## src/rtl/phd_pkg.sv

```systemverilog
// ----------------------------------------------------------------------------
// phd_pkg
// Shared types and constants of the piezo hit detector.
// ----------------------------------------------------------------------------
package phd_pkg;

  localparam int CH_W     = 6;
  localparam int SAMPLE_W = 8;
  localparam int FRAMES_W = 9;
  localparam int SUM_W    = 16;
  localparam int AVG_W    = 9;
  localparam int CFG_IDX_W = 2;

  localparam logic [FRAMES_W-1:0] FRAMES_MAX = 9'd511;

  // configuration register indexes
  localparam logic [CFG_IDX_W-1:0] CFG_RISE_THRESHOLD = 2'd0;
  localparam logic [CFG_IDX_W-1:0] CFG_SCAN_FRAMES    = 2'd1;
  localparam logic [CFG_IDX_W-1:0] CFG_MASK_FRAMES    = 2'd2;

  typedef enum logic [1:0] {
    PH_WAIT = 2'd0,
    PH_SCAN = 2'd1,
    PH_MASK = 2'd2
  } phase_t;

  // per-channel state word; all zero is the reset value
  typedef struct packed {
    logic [SAMPLE_W-1:0] prev;
    phase_t              phase;
    logic [FRAMES_W-1:0] frames;
    logic [SAMPLE_W-1:0] peak;
    logic [SUM_W-1:0]    sum;
  } entry_t;

endpackage

```

## src/rtl/phd_state_mem.sv

```systemverilog
// ----------------------------------------------------------------------------
// phd_state_mem
// Per-channel state RAM, one read and one write port, registered read.
// Entries never written since reset read back as all zero.
// ----------------------------------------------------------------------------
module phd_state_mem import phd_pkg::*; #(
  parameter int DEPTH = 64,
  parameter int AW    = 6
) (
  input  logic          clk,
  input  logic          rst_n,
  input  logic          rd_en,
  input  logic [AW-1:0] rd_addr,
  output entry_t        rd_data,
  input  logic          wr_en,
  input  logic [AW-1:0] wr_addr,
  input  entry_t        wr_data
);

  entry_t           mem [DEPTH];
  entry_t           rd_q_r;
  logic [DEPTH-1:0] valid_r;
  logic             rd_vld_r;

  always_ff @(posedge clk) begin
    if (wr_en) begin
      mem[wr_addr] <= wr_data;
    end
    if (rd_en) begin
      rd_q_r <= mem[rd_addr];
    end
  end

  always_ff @(posedge clk) begin
    if (!rst_n) begin
      valid_r  <= '0;
      rd_vld_r <= 1'b0;
    end else begin
      if (wr_en) begin
        valid_r[wr_addr] <= 1'b1;
      end
      if (rd_en) begin
        rd_vld_r <= valid_r[rd_addr];
      end
    end
  end

  assign rd_data = rd_vld_r ? rd_q_r : '0;

endmodule

```

## src/rtl/phd_divider.sv

```systemverilog
// ----------------------------------------------------------------------------
// phd_divider
// Restoring divider, 16-bit dividend by 8-bit divisor, one quotient bit
// per cycle. done pulses for one cycle; quotient holds until next start.
// ----------------------------------------------------------------------------
module phd_divider import phd_pkg::*; (
  input  logic                clk,
  input  logic                rst_n,
  input  logic                start,
  input  logic [SUM_W-1:0]    dividend,
  input  logic [SAMPLE_W-1:0] divisor,
  output logic                done,
  output logic [SUM_W-1:0]    quotient
);

  localparam int CNT_W = $clog2(SUM_W);
  localparam logic [CNT_W-1:0] CNT_LAST = CNT_W'(SUM_W - 1);

  logic                busy_r;
  logic                done_r;
  logic [CNT_W-1:0]    cnt_r;
  logic [SAMPLE_W-1:0] rem_r;
  logic [SAMPLE_W-1:0] dvs_r;
  logic [SUM_W-1:0]    q_r;

  logic [SAMPLE_W:0]   shifted;
  logic [SAMPLE_W:0]   diff;
  logic                ge;

  assign shifted = {rem_r, q_r[SUM_W-1]};
  assign ge      = shifted >= {1'b0, dvs_r};
  assign diff    = shifted - {1'b0, dvs_r};

  always_ff @(posedge clk) begin
    if (start) begin
      q_r   <= dividend;
      rem_r <= '0;
      dvs_r <= divisor;
    end else if (busy_r) begin
      q_r   <= {q_r[SUM_W-2:0], ge};
      rem_r <= ge ? diff[SAMPLE_W-1:0] : shifted[SAMPLE_W-1:0];
    end
  end

  always_ff @(posedge clk) begin
    if (!rst_n) begin
      busy_r <= 1'b0;
      done_r <= 1'b0;
      cnt_r  <= '0;
    end else begin
      done_r <= 1'b0;
      if (start) begin
        busy_r <= 1'b1;
        cnt_r  <= '0;
      end else if (busy_r) begin
        cnt_r <= cnt_r + 1'b1;
        if (cnt_r == CNT_LAST) begin
          busy_r <= 1'b0;
          done_r <= 1'b1;
        end
      end
    end
  end

  assign done     = done_r;
  assign quotient = q_r;

endmodule

```

## src/rtl/piezo_hit_detector.sv

```systemverilog
// ----------------------------------------------------------------------------
// piezo_hit_detector
// Per-channel piezo trigger with scan and mask windows.
// ----------------------------------------------------------------------------
// One item is worked on at a time. A sample for a channel outside
// PORTS*PINS_PER_PORT is dropped in its accept cycle. Other samples
// go through the state RAM read and then the evaluate/write-back. A sample
// that ends a scan also runs the serial divider for the average, one
// quotient bit per cycle; the hit beat is offered once the divider is
// done and the output register is free, and no new sample is taken before
// it is offered. A finished hit waits in the output register while the next
// samples are taken; only the following hit waits for it to drain. No
// clearing pass: state reads as zero until a channel is first written.
// ----------------------------------------------------------------------------
module piezo_hit_detector import phd_pkg::*; #(
  parameter int PORTS         = 8,
  parameter int PINS_PER_PORT = 8
) (
  input  logic                 clk,
  input  logic                 rst_n,
  input  logic                 in_valid,
  output logic                 in_ready,
  input  logic [CH_W-1:0]      in_channel,
  input  logic [SAMPLE_W-1:0]  in_sample,
  output logic                 out_valid,
  input  logic                 out_ready,
  output logic [CH_W-1:0]      out_hit_channel,
  output logic [SAMPLE_W-1:0]  out_peak,
  output logic [AVG_W-1:0]     out_average,
  input  logic                 cfg_valid,
  output logic                 cfg_ready,
  input  logic [CFG_IDX_W-1:0] cfg_index,
  input  logic [SAMPLE_W-1:0]  cfg_data
);

  localparam int NUM_CH = PORTS * PINS_PER_PORT;
  localparam int DEPTH  = (NUM_CH > (1 << CH_W)) ? (1 << CH_W) : NUM_CH;
  localparam int AW     = (DEPTH > 1) ? $clog2(DEPTH) : 1;

  typedef enum logic [3:0] {
    ST_IDLE = 4'b0001,
    ST_EVAL = 4'b0010,
    ST_DIV  = 4'b0100,
    ST_OUT  = 4'b1000
  } state_t;

  state_t state_r, state_nxt;

  logic [SAMPLE_W-1:0] thr_r, scan_r, mask_r;
  logic [CH_W-1:0]     ch_r;
  logic [SAMPLE_W-1:0] smp_r;
  logic [SAMPLE_W-1:0] hit_peak_r;

  logic                out_valid_r;
  logic [CH_W-1:0]     out_ch_r;
  logic [SAMPLE_W-1:0] out_peak_r;
  logic [AVG_W-1:0]    out_avg_r;

  logic                in_range;
  logic                rd_en;
  entry_t              rd_entry;
  entry_t              wr_entry;
  logic                emit;
  logic [SAMPLE_W-1:0] scan_eff;
  logic                div_done;
  logic [SUM_W-1:0]    div_q;
  logic                out_free;

  assign in_ready  = (state_r == ST_IDLE);
  assign cfg_ready = 1'b1;
  assign in_range  = int'(in_channel) < NUM_CH;
  assign rd_en     = in_valid && in_ready && in_range;
  assign scan_eff  = (scan_r == '0) ? SAMPLE_W'(1) : scan_r;
  assign out_free  = !out_valid_r || out_ready;

  always_ff @(posedge clk) begin
    if (!rst_n) begin
      thr_r  <= '0;
      scan_r <= SAMPLE_W'(1);
      mask_r <= '0;
    end else if (cfg_valid && cfg_ready) begin
      case (cfg_index)
        CFG_RISE_THRESHOLD: thr_r  <= cfg_data;
        CFG_SCAN_FRAMES:    scan_r <= cfg_data;
        CFG_MASK_FRAMES:    mask_r <= cfg_data;
        default: ;
      endcase
    end
  end

  phd_state_mem #(
    .DEPTH (DEPTH),
    .AW    (AW)
  ) u_mem (
    .clk     (clk),
    .rst_n   (rst_n),
    .rd_en   (rd_en),
    .rd_addr (in_channel[AW-1:0]),
    .rd_data (rd_entry),
    .wr_en   (state_r == ST_EVAL),
    .wr_addr (ch_r[AW-1:0]),
    .wr_data (wr_entry)
  );

  // evaluate one frame of the channel
  always_comb begin
    logic [FRAMES_W-1:0] f1;
    logic                trig;
    logic                mask_end;
    logic                scanning;
    f1       = rd_entry.frames;
    trig     = {1'b0, smp_r} >= ({1'b0, rd_entry.prev} + {1'b0, thr_r});
    wr_entry = rd_entry;
    emit     = 1'b0;
    if (rd_entry.phase != PH_WAIT && rd_entry.frames < FRAMES_MAX) begin
      f1 = rd_entry.frames + 1'b1;
    end
    mask_end = {1'b0, f1} >= ({2'b0, scan_eff} + {2'b0, mask_r});
    scanning = f1 < {1'b0, scan_eff};
    wr_entry.frames = f1;
    case (rd_entry.phase)
      PH_WAIT: begin
        if (trig) begin
          wr_entry.phase  = PH_SCAN;
          wr_entry.frames = '0;
          wr_entry.peak   = smp_r;
          wr_entry.sum    = {7'b0, smp_r, 1'b0};
        end
      end
      PH_SCAN: begin
        if (scanning) begin
          if (smp_r > rd_entry.peak) begin
            wr_entry.peak = smp_r;
          end
          wr_entry.sum = rd_entry.sum + {8'b0, smp_r};
        end else begin
          emit           = 1'b1;
          wr_entry.phase = mask_end ? PH_WAIT : PH_MASK;
          if (mask_end && trig) begin
            wr_entry.phase  = PH_SCAN;
            wr_entry.frames = '0;
            wr_entry.peak   = smp_r;
            wr_entry.sum    = {7'b0, smp_r, 1'b0};
          end
        end
      end
      PH_MASK: begin
        if (mask_end) begin
          wr_entry.phase = PH_WAIT;
          if (trig) begin
            wr_entry.phase  = PH_SCAN;
            wr_entry.frames = '0;
            wr_entry.peak   = smp_r;
            wr_entry.sum    = {7'b0, smp_r, 1'b0};
          end
        end
      end
      default: ;
    endcase
    wr_entry.prev = smp_r;
  end

  phd_divider u_div (
    .clk      (clk),
    .rst_n    (rst_n),
    .start    ((state_r == ST_EVAL) && emit),
    .dividend (rd_entry.sum),
    .divisor  (scan_eff),
    .done     (div_done),
    .quotient (div_q)
  );

  always_comb begin
    state_nxt = state_r;
    case (state_r)
      ST_IDLE: if (rd_en) state_nxt = ST_EVAL;
      ST_EVAL: state_nxt = emit ? ST_DIV : ST_IDLE;
      ST_DIV:  if (div_done) state_nxt = ST_OUT;
      ST_OUT:  if (out_free) state_nxt = ST_IDLE;
      default: state_nxt = ST_IDLE;
    endcase
  end

  always_ff @(posedge clk) begin
    if (!rst_n) begin
      state_r     <= ST_IDLE;
      out_valid_r <= 1'b0;
    end else begin
      state_r <= state_nxt;
      if (state_r == ST_OUT && out_free) begin
        out_valid_r <= 1'b1;
      end else if (out_ready) begin
        out_valid_r <= 1'b0;
      end
    end
  end

  always_ff @(posedge clk) begin
    if (rd_en) begin
      ch_r  <= in_channel;
      smp_r <= in_sample;
    end
    if (state_r == ST_EVAL) begin
      hit_peak_r <= rd_entry.peak;
    end
    if (state_r == ST_OUT && out_free) begin
      out_ch_r   <= ch_r;
      out_peak_r <= hit_peak_r;
      out_avg_r  <= div_q[AVG_W-1:0];
    end
  end

  assign out_valid       = out_valid_r;
  assign out_hit_channel = out_ch_r;
  assign out_peak        = out_peak_r;
  assign out_average     = out_avg_r;

endmodule
```

## config.mk

```make
export PLATFORM = sky130hd
export DESIGN_NAME = piezo_hit_detector
export DESIGN_NICKNAME = d
export VERILOG_FILES = /design/src/rtl/phd_pkg.sv /design/src/rtl/phd_state_mem.sv /design/src/rtl/phd_divider.sv /design/src/rtl/piezo_hit_detector.sv
export SDC_FILE = /design/constraint.sdc
export NUM_CORES = 2
export LEC_CHECK = 0
export BUFFER_PORTS_ARGS = -buffer_cell sky130_fd_sc_hd__buf_4
export CAP_MARGIN = 20
export CORE_ASPECT_RATIO = 1.5
export CORE_MARGIN = 3
export CORE_UTILIZATION = 40
export DETAILED_ROUTE_END_ITERATION = 8
export MAX_ROUTING_LAYER = met4
export PLACE_DENSITY = 0.63
export SKIP_CTS_REPAIR_TIMING = 1
export SLEW_MARGIN = 20
export SYNTH_ARGS = -nofsm -noshare
export SYNTH_HDL_FRONTEND = slang
export SYNTH_HIERARCHICAL = 1
export SYNTH_SLANG_ARGS = --single-unit
```

## constraint.sdc

```tcl
create_clock -name clk -period 15.4 [get_ports clk]
set_clock_uncertainty 0.2 [all_clocks]
set_input_delay 3.08 -clock clk [delete_from_list [all_inputs] [get_ports clk]]
set_output_delay 3.08 -clock clk [all_outputs]
set_load 0.05 [all_outputs]
```

# After elaboration in Yosys (flattened, before gate mapping)
# Memory sizes are Yosys's and may differ from the RTL's. A register that Yosys moved wholly into a read port is not among the register bits.
# Index checks and enable logic that the tools add are counted.
op_classes:
  reduce_logical: 20
  n_mux: 34
  n_addsub: 6
  order_cmp: 9
  bitwise: 3
  n_eq_ne: 12
op_table:
  columns: ["op", "n"]
  rows:
  - ["35-bit two-way mux", 3]
  - ["35-bit one-hot mux with 3 select lines", 1]
  - ["64-bit bitwise OR", 1]
  - ["43-bit two-way mux", 1]
  - ["34-bit two-way mux", 1]
  - ["16-bit two-way mux", 2]
  - ["24-bit two-way mux", 1]
  - ["8-bit two-way mux", 3]
  - ["8-bit by 8-bit adder with 9-bit output", 2]
  - ["16-bit by 8-bit adder with 16-bit output", 1]
  - ["4-bit one-hot mux with 4 select lines", 1]
  - ["6-bit by 7-bit less-than comparator with 1-bit output, second input constant", 2]
  - ["1-bit two-way mux", 12]
  - ["4-bit two-way mux", 3]
  - ["11-bit two-way mux", 1]
  - ["9-bit by 1-bit adder with 9-bit output, second input constant", 1]
  - ["8-bit by 9-bit >= comparator with 1-bit output", 1]
  - ["9-bit by 8-bit >= comparator with 1-bit output", 1]
  - ["9-bit >= comparator", 1]
  - ["9-bit by 8-bit less-than comparator with 1-bit output", 1]
  - ["9-bit less-than comparator, second input constant", 1]
  - ["9-bit two-way mux", 1]
  - ["4-bit == test, second input constant", 2]
  - ["8-bit > comparator", 1]
  - ["25 further kinds", 39]
totals:
  word_cells: 104
  regBits: 177
  mem_bits_rw: 2752
  mem_count: 1
  output_inout_bits: 26
  inputBits: 29
memory_table:
  columns: ["memory", "depth", "width", "read_ports", "rd_ports_with_merged_regs", "write_ports", "line", "rtl"]
  rows:
  - ["u_mem.mem", 64, 43, 1, 1, 1, "phd_state_mem.sv:20", "entry_t mem [DEPTH];"]

# Longest topological paths before layout
logic_depth:
  word_depth: 9
  depth_mapped: 19
  ltp_nobuf: 19

# By module
# Netlist, hierarchy kept.
by_module_without_submodules:
  columns: ["mod", "cells_per_inst", "area_per_inst_um2", "n_inst"]
  rows:
  - ["phd_state_mem", 4297, 108430.2, 1]
  - ["piezo_hit_detector", 531, 5261.3, 1]
  - ["phd_divider", 158, 1891.8, 1]

# Worst setup path after synthesis
# Ideal clock, no wire load.
synth_path:
  path_type: "reg2reg"
  from: "reg u_mem.rd_vld_r"
  to: "mem u_mem/mem[0][4] (netlist bit) (data pin)"
  t_arrival_ns: 5.495
  setup_slack_ns: 9.117
  path_stages_with_launch: 19
  n_path_buf: 2
  cell_sequence: "dfxtp_1 -> clkbuf_1 -> and2_1 -> ha_1 -> a21o_1 -> a21oi_1 -> o21bai_1 -> a21oi_1 -> o21ai_0 -> xnor2_1 -> ha_1 -> and4_1 -> o211ai_1 -> o21a_1 -> a221oi_1 -> clkbuf_1 -> nand4_1 -> a32o_1 -> a31oi_1"
synth_rtl:
  columns: ["element", "line", "rtl"]
  rows:
  - ["start: declaration", "phd_state_mem.sv:23", "logic rd_vld_r;"]
  - ["start signal: assignment", "phd_state_mem.sv:43", "rd_vld_r <= valid_r[rd_addr];"]
  - ["end: declaration", "phd_state_mem.sv:20", null]

==> key figures <==
Pwr
  • Clock power frac: 39.7%
  • Sequential share of power: 54.9%
  • Max IR drop VDD: 0.0000838 V
  • Power Density: roughly 130 nW/um^2
  • Sw frac: 21.3%
  • Pwr Total: 16.4 mW
  • Leak: 40.3 nW
  • Total internal power: 12.9 mW
  • Comb power frac: 5.4%
  • Net Switching: 3.49 mW

Yosys
  • Most used DFF post-synth: edfxtp_1
  • EDFF count, synth: 2,864
  • Sequential area share after synthesis: approximately 76%
  • Leading area contributor after synthesis: edfxtp_1
  • Warnings from Yosys: 6
  • Synth Area in XOR/XNOR: less than 1%
  • Yosys cell types: 76
  • Area share of fa/ha/maj cells after synthesis: 0.792%
  • Main combinational cell family by area after synthesis: multiplexers
  • Post-Syn Area: 116,000 sq um
  • Compound-Gate Fraction of Synth Area: ~1.6%
  • Yosys reg bits: 2,972
  • Synth Area in Simple Gates: 1.64%
  • Syn Area/Cell: around 23 sq um
  • Asr flop ratio synth: 0%
  • Synth Instances: 4,986
  • Syn Nets: 5,085
  • Ranking of synthesized cells by area: edfxtp_1 74%, mux4_2 17%, dfxtp_1 1.9%, ha_1 0.71%, mux2i_1 0.70%
  • Multiplexer share of the synthesized area: a little under a fifth
  • Synth top area share: 74.4%

Clocking
  • Cts bufs inserted: between 200 and 300
  • H-tree Lvls: 5
  • Root buf cell: clkbuf_16
  • Worst skew pair latency: a little under 900 ps
  • Reg clk slew, reported paths: 70 ps
  • Clock tree sinks: 2,972
  • Clk buf depth: 4
  • CTS tree: done

Outcome
  • Outcome: finished, final reports clean

Drt
  • Via density: a little over 6
  • Antenna violation net count after detailed routing: 0
  • Initial DRC count: 7,272
  • Detailed-route wire length: 329,000 microns
  • Drt pass-1 iters: 6
  • Via count: 56,007
  • DRC: 0
  • Wire length per cell: 35.7 microns

Global route
  • Vias in the first global route: 56,295
  • Total gr overflow: 0
  • First-pass GRT wire length: 455,000 microns
  • Initial antenna violation count: 12
  • Largest net degree at the start of global routing: 122
  • Tot GR Track Use: 22.7%

Setup path
  • R2r setup slk: 8170 ps
  • Reg-to-Reg Start: u_mem/rd_vld_r
  • Cell at the slowest stage of the critical path: mux2_2
  • WP data required: 15,680 ps
  • Worst setup EP type: register
  • Crit-path max cell delay: 1070 ps
  • Critical path class: register to register
  • Critical-path cell list: buf_4 > and2_1 > nor2_2 > nor2_1 > nand2_1 > xnor2_1 > ha_1 > a21oi_1 > o21ai_0 > nor4b_2 > o211a_1 > o21ai_2 > a211oi_4 > mux2_2
  • Worst path arrival time: 7500 ps
  • R2R cell count: 14
  • Crit-path max FO: 64
  • CP startpoint kind: register
  • Endpoint of the worst register-to-register path: u_mem/mem[51][19]

Worst hold path
  • Worst hold start: hit_peak_r[7]
  • Hold depth: 0
  • WHS Endpoint: out_peak[7]
  • HP Class: register to register

STA
  • Slew headroom: between 10% and 20%
  • Final setup violation count: 0
  • Final slew viol count: 0
  • Final worst path period share: 46.9%
  • Actual slew at the worst max-slew pin: ~1300 ps
  • Setup_tns: 0 ps
  • Fin Hold WS: 227 ps
  • Final worst path period need: ~7200 ps
  • Fmax achieved: 0.138 GHz
  • RSZ-0062 raised after global routing: no
  • Final Hold Viols: 0

Floorplanning
  • Boundary Pins: 55
  • Die height: 664 microns
  • Die ar.: 296,000 sq um
  • Core box area: 287,000 sq um
  • Width of the die: between 400 and 500 microns
  • Initial Utilization: about two fifths
  • Row count: 241

Finish
  • Final Util: 45.3%
  • Most common cell after layout, fill and taps aside: edfxtp_1
  • Layout cell share with drive strength beyond 1: 29.8%
  • Area Growth Syn to Fin: 12.6%
  • Commonest non-fill, non-tap cells in the layout: 2,864 x edfxtp_1, 893 x mux4_2, 283 x clkbuf_16
  • Finished Cell Area: 130,000 sq um
  • Fill cells: 23,504
  • Final net count: 5,330

Placement
  • DP Area: around 120,000 sq um
  • Port Buffers: 53
  • Post-DP HPWL: 172,000 microns
  • Gpl congestion: 0.856

Flow run
  • Max_cap viols: 0
[synthesized netlist by cell type, drive strengths merged, types with 3 or more instances]
cell and number:
edfxtp 2864, mux4 893, clkbuf 131, buf 123, dfxtp 108, nor2 107
mux2i 81, o21a 74, ha 66, and2 52, nor2b 50, a21oi 45
inv 45, nand2 37, nand3 29, mux2 28, o21ai 28, a211oi 20
nor3 18, xnor2 18, nand2b 16, nand4 13, xor2 12, a21o 11
a31oi 10, and3 7, o211ai 7, nor4 6, a221o 5, and4 5
o31ai 5, a22o 4, fa 4, nand3b 4, o31a 4, or2 4
a211o 3, a21boi 3, and3b 3, nor3b 3, o211a 3, o21bai 3
o22ai 3, or3 3
[flip-flops by register name, indices dropped and copies added (netlist names), 4 cells and up]
register,count
u_div/quotient,16
u_mem/rd_q_r,43
u_div/dvs_r,8
state_r,4
smp_r,8
u_mem/mem,2752
u_div/cnt_r,4
thr_r,8
out_average,9
scan_r,8
u_div/rem_r,8
out_hit_channel,6
ch_r,6
mask_r,8
u_mem/valid_r,64
hit_peak_r,8
out_peak,8
[power by group through the flow]
stage | combinational, mW | sequential (mW) | clock (mW)
after floorplan | 0.583 | 9.18 | 0
after global placement | 0.854 | 9.18 | 0
after detailed placement | 0.878 | 9.18 | 0
after CTS | 0.878 | 9.01 | 6.62
after global routing | 0.939 | 9.00 | 6.91
final | 0.879 | 9.01 | 6.52
[worst max path at each step]
stage / from / to / slack, ps / depth (start not counted)
3_3_place_gp: in_channel[0] / u_mem/rd_q_r[29] / 7640 / 8
2_1_floorplan: u_mem/rd_vld_r / u_mem/mem[0][4] / 9120 / 18
6_report: u_mem/rd_vld_r / u_mem/mem[51][19] / 8170 / 14
5_1_grt: u_mem/rd_vld_r / u_mem/mem[37][23] / 8000 / 14
3_5_place_dp: in_channel[0] / u_mem/rd_q_r[29] / 7650 / 8
4_1_cts: u_mem/rd_vld_r / u_mem/mem[50][21] / 8300 / 15
[critical path: cells and delay by family, from the launching register on]
kind                       cells  cell delay [ps]
adders and majority gates      1              370
AOI/OAI and AO/OA              5             2100
and+or+nand+nor                5             1590
DFF                            1              310
muxes                          1             1070
buffers and inverters          1              540
xor gates and xnor gates       1              570
[through the flow]
step                      cells  setup WS, ps
final                      9209          8170
after detailed placement   8723          7650
after CTS                  9195          8300
after global routing       9204          8000
after global placement     8718          7640
after floorplan            4986          9120
[layer usage]
metal / share of wire, % / vias to the layer above / global-route usage [%]
met5: 0 / - / -
met4: 3.9 / 0 / 7.79
met3: 8.7 / 669 / 4.11
met2: 52 / 2859 / 38.4
met1: 36 / 30742 / 27.7
li1: - / 21737 / -
[final cells by class]
type                       count  area (sq um)  area share, %
clock buffer                 340          7340           5.64
multi-input combinational   1714         26800           20.6
tap                         3766          4710           3.62
timing repair buffer         229          2000           1.54
sequential                  2972         88200           67.7
clock inverter               132          1000          0.769
inverter                      46           173          0.133
antenna                       10          25.0         0.0192
[logic make-up after synthesis]
logic type / Yosys count
other cells: 1
compound gates: 250
simple gates: 360
buf+inv: 300
mux: 1002
fa+ha+maj: 71
xor+xnor: 30
flops: 2972
Power figures use the tool's default switching activity.
